**src/hdl/bts_lerp.sv**
```systemverilog
// one channel blend: (a*(one-f) + b*f) >> frac, truncated to 8 bits
module bts_lerp #(
  parameter int unsigned FracBits = 16
) (
  input  logic [7:0]          a_i,
  input  logic [7:0]          b_i,
  input  logic [FracBits-1:0] f_i,
  output logic [7:0]          y_o
);
  logic [FracBits:0]   one_m_f;
  logic [FracBits+9:0] sum;

  always_comb begin
    one_m_f = (FracBits+1)'(1) << FracBits;
    one_m_f = one_m_f - {1'b0, f_i};
    sum = (FracBits+10)'(a_i) * (FracBits+10)'(one_m_f)
        + (FracBits+10)'(b_i) * (FracBits+10)'(f_i);
    y_o = sum[FracBits +: 8];
  end
endmodule

```
**config.mk**
```make
export PLATFORM = sky130hd
export DESIGN_NAME = bts_lerp
export DESIGN_NICKNAME = d
export VERILOG_FILES = /design/src/hdl/bts_lerp.sv
export SDC_FILE = /design/constraint.sdc
export NUM_CORES = 1
export LEC_CHECK = 0
export BUFFER_PORTS_ARGS = -buffer_cell sky130_fd_sc_hd__buf_2
export CAP_MARGIN = 20
export CORE_MARGIN = 3
export CORE_UTILIZATION = 40
export DETAILED_ROUTE_END_ITERATION = 7
export PLACE_DENSITY = 0.58
export SLEW_MARGIN = 10
export SYNTH_ARGS = -nofsm -noshare
export SYNTH_HDL_FRONTEND = slang
export SYNTH_SLANG_ARGS = --single-unit
export TNS_END_PERCENT = 50
```
**constraint.sdc**
```tcl
create_clock -name vclk -period 14.9
set_input_delay 0 -clock vclk [all_inputs]
set_output_delay 0 -clock vclk [all_outputs]
set_load 0.05 [all_outputs]
```
Yosys cells after proc, flatten, opt, wreduce, memory -nomap -nowiden
Cells that the tools add are included.
W data, S select, Z words.
Storage, ports and cells
  bits in registers: 0
  input port bits: 32
  output and inout bits: 8
Operators by class
  add/subtract/negate cells: 2
  multiply operators: 2
Operators with widths (count)
  $add A24 B24 Y24: 1
  $mul A8 B16 Y24: 1
  $mul A8 B17 Y24: 1
  $sub A17 B16 Y17 const A: 1

Longest topological paths before layout
  word-level depth: 3
  mapped depth: 26
  mapped depth without buffers: 25

Worst setup path after synthesis
Ideal clock, no wire load.
  path kind: input port to output port
  from: input f_i[4]
  to: output y_o[7]
  arrival time: 7.067 ns
  required time: 14.900 ns
  slack: 7.833 ns
  stages: 24
  path buffers: 1
  cells stage by stage: buf_6 -> or3_1 -> or3b_4 -> or3_4 -> nor4_2 -> xnor2_1 -> nand2_1 -> fa_1 -> fa_1 -> fa_1 -> inv_1 -> fa_1 -> fa_1 -> inv_1 -> fa_1 -> inv_1 -> ha_1 -> a211oi_1 -> o22ai_1 -> a31oi_1 -> nand3_1 -> a41oi_1 -> a21oi_1 -> xnor2_1
Between the ends
  word-level cells in the longest chain between the ends: 3
  elaborated cells on any way between the ends: 4
  classes of those cells: add/sub (2); mul (2)
Ends and longest elaborated chain
  start, declared: line 7  | input logic [FracBits-1:0] f_i,
  $sub A17 B16 Y17: line 15  | one_m_f = one_m_f - {1'b0, f_i};
  $mul A8 B17 Y24: line 16  | sum = (FracBits+10)'(a_i) * (FracBits+10)'(one_m_f)
  $add A24 B24 Y24 (*): line 17  | + (FracBits+10)'(b_i) * (FracBits+10)'(f_i);
  end, declared: line 8  | output logic [7:0] y_o
Mark *: on every way between the ends. The rest lies on a longest branch, timed or not.

Worst setup path after layout
  from: input f_i[2]
  to: output y_o[5]
The elaborated chain is that of the path after synthesis.

==> results.cfg <==
[layout]
area_delta_synth_final_pct = 4.901
clock_buffers = 0
final-seq-area_sq_um = 0
fillers = 2029
finalInstanceArea_sq_um = 8569
nNetsFinal = 1245
antenna-diode-count = 0
design.seq.count = 0
drive_above_1_share_pct = 5.161

[routing]
drt_iter0_markers = 233
first_pass_iters = 5
routed_wl_um = 18210
wire_per_inst_um = 15.24
avgViaCountPerCell = 4.816
ant_nets = 0
num_vias = 5755
drc_errors = 0

[sta]
timing.final.crit_share_pct = 50.20
rsz0062_at_grt = no
max_freq_mhz = 133.7
max-slew-margin-rel_pct = 36.82
finalSetupTns_ns = 0
finalSetupViolCount = 0
worstMarginPinSlew_ns = 0.9410
hold_viol_final = 0
final.min_clock_period_ns = 7.480
slew_viol_final = 0

[setup_path]
end_kind = primary output
worstPathArrival_ns = 7.48
cp_slowest_cell = fa_1
critPathKind = in -> out
max_stage_delay_ns = 0.54
setup.worst_path.start_class = input pin
cp_num_buf_inv = 5
crit_family = adder cells
cp.required_ns = 14.90
crit_path_frequent_cell = fa_1
cp_max_fo = 12

[cts]
post_cts_resized = 0
postCtsHoldBufs = 0
cts_setup_buffers = 0

[hold_path]
holdCritPathClass = in -> out

[placement]
io_buffers = 40
hpwl_um = 15720
place.gp.congestion = 0.8392
dpl_cell_area_sq_um = 8569

[floorplanning]
die_w_um = 148.9
ios = 40
dieArea_sq_um = 22170
die_h_um = 148.9
initial_utilization_pct = 41.30
rows = 51
core_area_sq_um = 19780

[run]
max_cap_viol_count = 0

[global_routing]
antenna_found_initial = 0
grt_use_total_pct = 17.64
grt_pass1_wl_um = 31640
grt_max_degree = 19
overflow = 0
first_global_vias = 6305

[synthesis]
yosysTopAreaCell = fa_1
syn_nets = 1237
netlist_top_cells_count = inv_1 (247), fa_1 (212), nand2_1 (134)
ys_seq_area_share_pct = 0
synthDistinctLibCells = 35
syn_area_per_cell_sq_um = 8.841
synth_area_leaders = fa_1 (52%), inv_1 (11%), ha_1 (11%)
synth_cells = 924
synth_top_area_share_pct = 51.95
mappedNetlistArea_sq_um = 8169
synth_warnings = 0
synth.most_common_cell = inv_1

[outcome]
outcome = finished, final reports clean
[cell families after synthesis]
kind of cell | synth area share [%]
simple gates | 19.04
buf+inv | 13.05
fa+ha+maj | 62.52
compound gates | 2.298
xor+xnor | 3.094
[area by class of cell]
class                           count  area (sq um)  share of cell area (%)
Tap cell                          265         331.6                   3.869
Inverter                          247         927.1                   10.82
Multi-Input combinational cell    642          7103                   82.89
Timing Repair Buffer               41         207.7                   2.424
[cell usage in the layout (no fill, tap or decap), drive strengths merged]
cell type	count
inv	247
fa	212
nand2	135
and2	132
ha	69
buf	41
xnor2	21
a21oi	11
nor2	8
nor3	8
xor2	7
o21ai	5
nand3	4
a21o	4
nand4	3
a211oi	3
nor2b	3
or3	3
nor4	3
or4	2
or3b	1
nand2b	1
o21a	1
o22ai	1
a31oi	1
a41oi	1
o21bai	1
o21ba	1
o31a	1
[path summary, 6_finish.rpt]
path                     end  slack, ns  cells past startpoint   start
worst max-delay path  y_o[5]       7.42                     25  f_i[2]
worst min-delay path  y_o[7]       0.71                      5  a_i[7]
[metal layers]
layer	vias to the layer above	global-route usage [%]	share of wire, %
met3	20	0.2127	2.0
met4	0	3.661	2.7
met1	2984	23.54	41
li1	2652	-	-
met5	-	0	0
met2	99	32.54	54
[through the flow]
stage                     hold slack [ns]  util, %  std cells  worst slack [ns]
after floorplan                    0.4808        -        924             7.833
after global placement             0.7065    43.32       1195             7.474
after detailed placement           0.7013    43.32       1195             7.425
after CTS                          0.7042    43.32       1195             7.405
after global routing               0.7610    43.32       1195             6.906
final                              0.7094    43.32       1195             7.420
Power is left out: the tool's default activity adds up to more than one toggle a clock period on the data nets, which glitch-free logic cannot reach.
